File: config.mk
export PLATFORM = sky130hd
export DESIGN_NAME = rgba8_over_compositor
export DESIGN_NICKNAME = d
export VERILOG_FILES = /design/src/rtl/rgbov_pkg.sv /design/src/rtl/rgbov_front.sv /design/src/rtl/rgbov_cell.sv /design/src/rtl/rgba8_over_compositor.sv
export SDC_FILE = /design/constraint.sdc
export NUM_CORES = 2
export LEC_CHECK = 0
export ABC_AREA = 1
export BUFFER_PORTS_ARGS = -buffer_cell sky130_fd_sc_hd__buf_2
export CELL_PAD_IN_SITES_DETAIL_PLACEMENT = 0
export CELL_PAD_IN_SITES_GLOBAL_PLACEMENT = 1
export CORE_MARGIN = 4
export CORE_UTILIZATION = 45
export DETAILED_ROUTE_END_ITERATION = 8
export GPL_TIMING_DRIVEN = 0
export PLACE_DENSITY_LB_ADDON = 0.1
export SLEW_MARGIN = 15
export SYNTH_ARGS = -nofsm -noshare
export SYNTH_HDL_FRONTEND = slang
export SYNTH_SLANG_ARGS = --single-unit
File: constraint.sdc
create_clock -name clk -period 17.7 [get_ports clk]
set_clock_uncertainty 0.1 [all_clocks]
set_input_delay 3.54 -clock clk [delete_from_list [all_inputs] [get_ports clk]]
set_output_delay 3.54 -clock clk [all_outputs]
set_load 0.03 [all_outputs]
File: src/rtl/rgbov_pkg.sv
// Shared types and constants for the RGBA8 over compositor.
package rgbov_pkg;

  localparam int NUM_CHAN  = 3;
  localparam int DIV_STEPS = 8;

  localparam logic [7:0]  CHAN_MAX    = 8'd255;
  // floor(p / 255) == (p * RECIP_255) >> RECIP_SHIFT for every p up to 255 * 255
  localparam logic [15:0] RECIP_255   = 16'd32897;
  localparam int          RECIP_SHIFT = 23;

  // Payload handed from cell to cell along the divider chain
  typedef struct packed {
    logic                          bypass;  // inactive layer: forward dst unchanged
    logic                          zero;    // output alpha is zero: all channels zero
    logic [31:0]                   dst;
    logic [15:0]                   oa;      // output alpha, Q8.8
    logic [7:0]                    alpha;
    logic [NUM_CHAN-1:0]           sat;     // channel quotient would exceed 255
    logic [NUM_CHAN-1:0][15:0]     rem;     // partial remainder, below oa unless saturated
    logic [NUM_CHAN-1:0][7:0]      quo;     // quotient bits developed so far
  } cell_t;

endpackage

File: src/rtl/rgbov_front.sv
// Front end: weighted sums, output alpha and division setup in three stages.
module rgbov_front import rgbov_pkg::*; (
  input  logic        clk,
  input  logic        rst,
  input  logic        in_valid,
  output logic        in_ready,
  input  logic [31:0] src_pixel,
  input  logic [31:0] dst_pixel,
  input  logic        layer_active,
  output logic        out_valid,
  input  logic        out_ready,
  output cell_t       out_data
);

  // Stage 1 registers
  logic                      s1_valid;
  logic                      s1_bypass;
  logic [31:0]               s1_dst;
  logic [7:0]                s1_sa;
  logic [15:0]               s1_p;
  logic [NUM_CHAN-1:0][15:0] s1_num;

  // Stage 2 registers
  logic                      s2_valid;
  logic                      s2_bypass;
  logic [31:0]               s2_dst;
  logic [15:0]               s2_oa;
  logic [NUM_CHAN-1:0][15:0] s2_num;

  // Stage 3 register
  logic                      s3_valid;
  cell_t                     s3_data;

  logic s1_ready, s2_ready, s3_ready;

  logic [7:0]                sa, inv, da;
  logic [15:0]               p_next;
  logic [NUM_CHAN-1:0][15:0] num_next;
  logic [31:0]               recip_prod;
  logic [7:0]                corr;
  logic [16:0]               oa_sum;
  cell_t                     s3_next;

  // Each stage loads when empty or when its successor takes its content
  assign s3_ready = !s3_valid || out_ready;
  assign s2_ready = !s2_valid || s3_ready;
  assign s1_ready = !s1_valid || s2_ready;
  assign in_ready = s1_ready;

  // Stage 1: alpha product and per-channel weighted sums
  always_comb begin
    sa     = src_pixel[31:24];
    inv    = CHAN_MAX - sa;
    da     = dst_pixel[31:24];
    p_next = {8'd0, da} * {8'd0, inv};
    for (int c = 0; c < NUM_CHAN; c++) begin
      num_next[c] = {8'd0, src_pixel[8*c +: 8]} * {8'd0, sa}
                  + {8'd0, dst_pixel[8*c +: 8]} * {8'd0, inv};
    end
  end

  always_ff @(posedge clk) begin
    if (rst) begin
      s1_valid <= 1'b0;
    end else if (s1_ready) begin
      s1_valid <= in_valid;
    end
  end

  always_ff @(posedge clk) begin
    if (s1_ready && in_valid) begin
      s1_bypass <= !layer_active;
      s1_dst    <= dst_pixel;
      s1_sa     <= sa;
      s1_p      <= p_next;
      s1_num    <= num_next;
    end
  end

  // Stage 2: oa = sa*256 + p + floor(p/255), the division by reciprocal
  always_comb begin
    recip_prod = {16'd0, s1_p} * {16'd0, RECIP_255};
    corr       = recip_prod[RECIP_SHIFT +: 8];
    oa_sum     = {1'b0, s1_sa, 8'd0} + {1'b0, s1_p} + {9'd0, corr};
  end

  always_ff @(posedge clk) begin
    if (rst) begin
      s2_valid <= 1'b0;
    end else if (s2_ready) begin
      s2_valid <= s1_valid;
    end
  end

  always_ff @(posedge clk) begin
    if (s2_ready && s1_valid) begin
      s2_bypass <= s1_bypass;
      s2_dst    <= s1_dst;
      s2_oa     <= oa_sum[15:0];
      s2_num    <= s1_num;
    end
  end

  // Stage 3: flag zero divisor and saturating channels, seed the remainders
  always_comb begin
    s3_next.bypass = s2_bypass;
    s3_next.zero   = (s2_oa == 16'd0);
    s3_next.dst    = s2_dst;
    s3_next.oa     = s2_oa;
    s3_next.alpha  = s2_oa[15:8];
    for (int c = 0; c < NUM_CHAN; c++) begin
      s3_next.sat[c] = (s2_num[c] >= s2_oa);
      s3_next.rem[c] = s2_num[c];
      s3_next.quo[c] = 8'd0;
    end
  end

  always_ff @(posedge clk) begin
    if (rst) begin
      s3_valid <= 1'b0;
    end else if (s3_ready) begin
      s3_valid <= s2_valid;
    end
  end

  always_ff @(posedge clk) begin
    if (s3_ready && s2_valid) begin
      s3_data <= s3_next;
    end
  end

  assign out_valid = s3_valid;
  assign out_data  = s3_data;

endmodule

File: src/rtl/rgbov_cell.sv
// One restoring-division cell: develops one quotient bit on each channel.
module rgbov_cell import rgbov_pkg::*; (
  input  logic  clk,
  input  logic  rst,
  input  logic  in_valid,
  output logic  in_ready,
  input  cell_t in_data,
  output logic  out_valid,
  input  logic  out_ready,
  output cell_t out_data
);

  logic  valid;
  cell_t data;
  cell_t data_next;
  logic [16:0] dbl;
  logic [16:0] divisor;
  logic        take;

  assign in_ready = !valid || out_ready;

  // Shift remainder left, subtract divisor where it fits, shift in the bit
  always_comb begin
    data_next = in_data;
    divisor   = {1'b0, in_data.oa};
    dbl       = 17'd0;
    take      = 1'b0;
    for (int c = 0; c < NUM_CHAN; c++) begin
      dbl  = {in_data.rem[c], 1'b0};
      take = (dbl >= divisor);
      if (take) begin
        dbl = dbl - divisor;
      end
      data_next.rem[c] = dbl[15:0];
      data_next.quo[c] = {in_data.quo[c][6:0], take};
    end
  end

  always_ff @(posedge clk) begin
    if (rst) begin
      valid <= 1'b0;
    end else if (in_ready) begin
      valid <= in_valid;
    end
  end

  always_ff @(posedge clk) begin
    if (in_ready && in_valid) begin
      data <= data_next;
    end
  end

  assign out_valid = valid;
  assign out_data  = data;

endmodule

File: src/rtl/rgba8_over_compositor.sv
// Top level of the RGBA8 over compositor: front end, divider chain, output register.
//
// Takes one pixel pair per clock and returns one blended pixel per clock when the sink
// keeps tready high. The path holds three front-end stages (weighted sums, output
// alpha, divider setup), eight divider cells that each produce one quotient bit of all
// three color channels, and the output register. Every stage holds its own valid bit, so
// empty stages fill while a result waits at the output. An inactive layer leaves
// out_pixel equal to dst_pixel; both alphas zero gives an all-zero pixel.
module rgba8_over_compositor import rgbov_pkg::*; (
  input  logic        clk,
  input  logic        rst,
  input  logic        s_tvalid,
  output logic        s_tready,
  input  logic [63:0] s_tdata,   // src_pixel [31:0], dst_pixel [63:32]
  input  logic        s_tuser,   // layer_active
  output logic        m_tvalid,
  input  logic        m_tready,
  output logic [31:0] m_tdata    // out_pixel [31:0]
);

  logic  [DIV_STEPS:0] cell_valid;
  logic  [DIV_STEPS:0] cell_ready;
  cell_t               cell_data [DIV_STEPS+1];

  logic        out_load;
  logic [31:0] pixel_next;
  cell_t       last;

  rgbov_front u_front (
    .clk          (clk),
    .rst          (rst),
    .in_valid     (s_tvalid),
    .in_ready     (s_tready),
    .src_pixel    (s_tdata[31:0]),
    .dst_pixel    (s_tdata[63:32]),
    .layer_active (s_tuser),
    .out_valid    (cell_valid[0]),
    .out_ready    (cell_ready[0]),
    .out_data     (cell_data[0])
  );

  // Divider chain, one quotient bit per cell
  for (genvar i = 0; i < DIV_STEPS; i++) begin : g_cell
    rgbov_cell u_cell (
      .clk       (clk),
      .rst       (rst),
      .in_valid  (cell_valid[i]),
      .in_ready  (cell_ready[i]),
      .in_data   (cell_data[i]),
      .out_valid (cell_valid[i+1]),
      .out_ready (cell_ready[i+1]),
      .out_data  (cell_data[i+1])
    );
  end

  assign last                  = cell_data[DIV_STEPS];
  assign out_load              = !m_tvalid || m_tready;
  assign cell_ready[DIV_STEPS] = out_load;

  // Assemble the result: pass through, zero, saturate or take the quotient
  always_comb begin
    pixel_next = {last.alpha, 24'd0};
    for (int c = 0; c < NUM_CHAN; c++) begin
      if (last.zero) begin
        pixel_next[8*c +: 8] = 8'd0;
      end else if (last.sat[c]) begin
        pixel_next[8*c +: 8] = CHAN_MAX;
      end else begin
        pixel_next[8*c +: 8] = last.quo[c];
      end
    end
    if (last.bypass) begin
      pixel_next = last.dst;
    end
  end

  // Output register
  always_ff @(posedge clk) begin
    if (rst) begin
      m_tvalid <= 1'b0;
    end else if (out_load) begin
      m_tvalid <= cell_valid[DIV_STEPS];
    end
  end

  always_ff @(posedge clk) begin
    if (out_load && cell_valid[DIV_STEPS]) begin
      m_tdata <= pixel_next;
    end
  end

  // An empty output register means every stage can take a transfer
  a_ready_when_drained: assert property (@(posedge clk) disable iff (rst)
    !m_tvalid |-> s_tready)
    else $error("input stalled while the output register is empty");

  // Division leaves each unsaturated remainder below the divisor
  a_rem_below_divisor: assert property (@(posedge clk) disable iff (rst)
    cell_valid[DIV_STEPS] && !last.bypass |->
      (last.sat[0] || last.rem[0] < last.oa) &&
      (last.sat[1] || last.rem[1] < last.oa) &&
      (last.sat[2] || last.rem[2] < last.oa))
    else $error("divider remainder not below output alpha");

  // A zero divisor comes only with a zero output alpha
  a_zero_alpha: assert property (@(posedge clk) disable iff (rst)
    cell_valid[DIV_STEPS] && last.zero |-> last.alpha == 8'd0)
    else $error("zero divisor flagged with nonzero alpha");

  // Reset empties the output register
  a_reset_empty: assert property (@(posedge clk)
    rst |=> !m_tvalid)
    else $error("output valid after reset");

endmodule
==> metrics.cfg <==
[clocking]
cts_made_buffers = 132
worstSkewPairLatency_ns = 0.79
tritoncts = done
clockBufferDepth = 3
cts_setup_buffers = 0
htree_levels = 4
root_buffer = clkbuf_16
cts_resized = 0
ctsHoldBuffers = 0
cts_num_sinks = 1207
cts.clk_slew.worst_paths_ns = 0.06

[global_routing]
grt_overflow = 0
grt_pass1_wl_um = 326000
grt_max_degree = 81
grt_antenna_before_repair = 9
track_usage_pct = 24.1
grt_pass1_vias = 53200

[drt]
drt_iter0_drc = 3393
firstDrtPassIters = 5
wl_um = 214000
ant_nets = 0
post_drt_wl_per_cell_um = 20.7
via_count = 52700
drc = 0
viasPerCell = 5.10

[setup_path]
critPathMaxFanout = 10
r2r_end = u_front.s2_oa[10]
start_kind = primary input
path_depth = 21
required_ns = 18.14
cp_num_buf_inv = 7
worstPathCellList = buf_2 -> clkbuf_1 -> clkbuf_1 -> nand2_1 -> fa_1 -> fa_1 -> fa_1 -> inv_1 -> fa_1 -> fa_1 -> inv_1 -> fa_1 -> inv_1 -> ha_1 -> nand2_1 -> inv_1 -> a21oi_1 -> o21ai_0 -> nand2_1 -> nand2_1 -> xor2_1
end_kind = register
reg2reg_slack_ns = 12.74
cp_slowest_cell = clkbuf_1
worst_path_most_repeated_cell = fa_1
startpoint = s_tdata[28]
slowest_delay_ns = 0.81
r2r-start = u_front.s1_p[14]
crit_end = u_front.s1_num[29]
cp_data_arrival_time_ns = 10.13
cp_top_family = adder cells
worstRegToRegCells = 21
path_class = primary input to register

[cells_and_area]
layout_common_cells = nand2_1, edfxtp_1, inv_1, ha_1, a21oi_1
fillers = 15700
nets = 9146
final_common_cell = nand2_1
syn2layout_area_growth_pct = 10.9
drive_above_1_share_pct = 7.65

[pwr]
p_per_area_nw_per_um2 = 121
p_leak_nw = 38.8
ir_drop_v = 0.000252

[logic_synthesis]
synth_cells = 7759
async_flop_share_pct = 0
synth-seq-area-share_pct = 46.8
synth-edff-count = 1195
synth.avg_cell_area_um2 = 9.96
synth_cell_types = 47
yosys_most_used_dff = edfxtp_1
synth_area_um2 = 77200
yosys_warnings = 0
synth_seq_cells = 1207

[sta]
relSlewSlack_pct = 20.8
holdWs_ns = 0.308
finalCriticalPeriod_ns = 9.69
setup_viol = 0
worst-slew-pin-transition_ns = 1.19
fmax_ghz = 0.103
rsz0062_at_grt = no
tns_ns = 0
post-route-period-util_pct = 54.8
finalHoldViolCount = 0
drv_slew = 0

[placement]
gp_congestion = 0.898
port_buffers = 78
dp_hpwl_um = 175000

[floorplan]
pin_count = 103
fp.coreArea_um2 = 170000
die_h_um = 422
die_w_um = 422
dieArea_um2 = 178000
start_util_pct = 45.4
row_count = 151

[worst_hold_path]
hp-class = register to register

[status]
status = finished clean

[flow_run]
drv_cap = 0

## worst min-delay path by stage
| stage | from | to | cells past startpoint |
|---|---|---|---|
| 2_1_floorplan | u_front.out_data[100] | g_cell[0].u_cell.out_data[100] | 0 |
| 5_1_grt | g_cell[2].u_cell.out_data[18] | g_cell[3].u_cell.out_data[19] | 0 |
| 3_5_place_dp | u_front.out_data[102] | g_cell[0].u_cell.out_data[102] | 0 |
| 3_3_place_gp | g_cell[4].u_cell.out_data[124] | g_cell[5].u_cell.out_data[124] | 0 |
| 4_1_cts | u_front.s1_dst[19] | u_front.s2_dst[19] | 0 |
| 6_report | g_cell[4].u_cell.out_data[73] | g_cell[5].u_cell.out_data[73] | 0 |
## cell usage after synthesis, types with 5 or more instances
cell type | number | area (um^2)
nand2_1 | 2036 | 7640
edfxtp_1 | 1195 | 35900
inv_1 | 1081 | 4060
ha_1 | 730 | 9130
a21oi_1 | 479 | 2400
nor2_1 | 457 | 1720
fa_1 | 346 | 6930
nand3_1 | 309 | 1550
xor2_1 | 211 | 1850
o21ai_0 | 190 | 951
xnor2_1 | 93 | 815
nand2_2 | 69 | 432
clkbuf_1 | 62 | 233
inv_2 | 59 | 221
nor3_1 | 55 | 275
a21o_1 | 39 | 293
buf_6 | 32 | 360
nor2_2 | 28 | 175
a31oi_1 | 27 | 169
nand3b_1 | 25 | 188
o21bai_1 | 25 | 188
a21boi_0 | 23 | 173
nand2_4 | 22 | 248
inv_4 | 20 | 125
nand4_1 | 19 | 119
o21ai_2 | 19 | 166
nor3_2 | 14 | 140
clkbuf_2 | 12 | 60.1
dfxtp_1 | 12 | 240
nand3_2 | 10 | 100
buf_1 | 9 | 33.8
buf_4 | 7 | 52.6
a211oi_1 | 5 | 37.5
a21oi_2 | 5 | 43.8
## worst register-to-register path: stages, from the launching register on
cell	delay [ns]
edfxtp_1	0.59
ha_1	0.38
ha_1	0.28
ha_1	0.28
ha_1	0.28
ha_1	0.35
nand2_1	0.13
nor2_1	0.16
inv_1	0.07
nor3_1	0.11
o21ai_0	0.16
nand3_1	0.10
nand2_1	0.09
ha_1	0.23
fa_1	0.43
nand3_1	0.09
nand2_1	0.12
a21oi_1	0.27
o21ai_0	0.17
nand2_1	0.10
nand2_1	0.06
xor2_1	0.15
## metrics by stage
step | util (%) | worst slack, ns | total power, W | instances | instance area, um^2
after floorplan | - | 7.89 | 0.00641 | 7761 | 77300
after global placement | 47.3 | 4.43 | 0.00763 | 10100 | 80400
after detailed placement | 47.7 | 7.21 | 0.00766 | 10100 | 81200
after CTS | 50.4 | 8.08 | 0.0105 | 10300 | 85600
after global routing | 50.4 | 7.88 | 0.0111 | 10300 | 85600
final | 50.4 | 8.01 | 0.0104 | 10300 | 85700
## cells by family after synthesis
kind of cell,after synthesis,synth area share [%]
simple gates,3055,16.4
buf+inv,1287,6.70
flops,1207,46.8
fa+ha+maj,1076,20.8
compound gates,829,5.88
xor+xnor,304,3.45
other cells,1,0.00485
## flip-flops by register name, indices dropped and copies added (netlist names), 8 cells and up
register                 flops
u_front.s1_num              48
u_front.s2_oa               16
u_front.s2_dst              32
g_cell.u_cell.out_valid      8
m_tdata                     32
g_cell.u_cell.out_data     860
u_front.s1_sa                8
u_front.s1_p                16
u_front.out_data           101
u_front.s2_num              48
u_front.s1_dst              32
## report_power, final
group	leakage [nW]	switching, W	internal [W]
sequential	11.0	0.0000998	0.00346
combinational	25.6	0.00253	0.00149
clock	2.14	0.00118	0.00161
total	38.8	0.00381	0.00655
## metal layers
| metal | routed length [um] | global-route usage [%] | up-vias |
|---|---|---|---|
| met4 | 6860 | 7.38 | 4 |
| met3 | 7140 | 2.55 | 292 |
| met1 | 92900 | 31.3 | 25300 |
| li1 | - | - | 26100 |
| met5 | 27 | 0 | - |
| met2 | 107000 | 42.5 | 1010 |
## final cells by class
cell class	count	area (um^2)	area share [%]
antenna	2	5.00	0.00584
buffer	127	774	0.904
clock buffer	151	3370	3.94
clock inverter	87	1110	1.30
inverter	1160	4430	5.17
multi-input combinational	5267	36000	42.0
sequential	1207	36100	42.2
tap	2218	2780	3.24
timing repair buffer	106	1050	1.22
No activity file was read; power rests on OpenSTA's default activity.
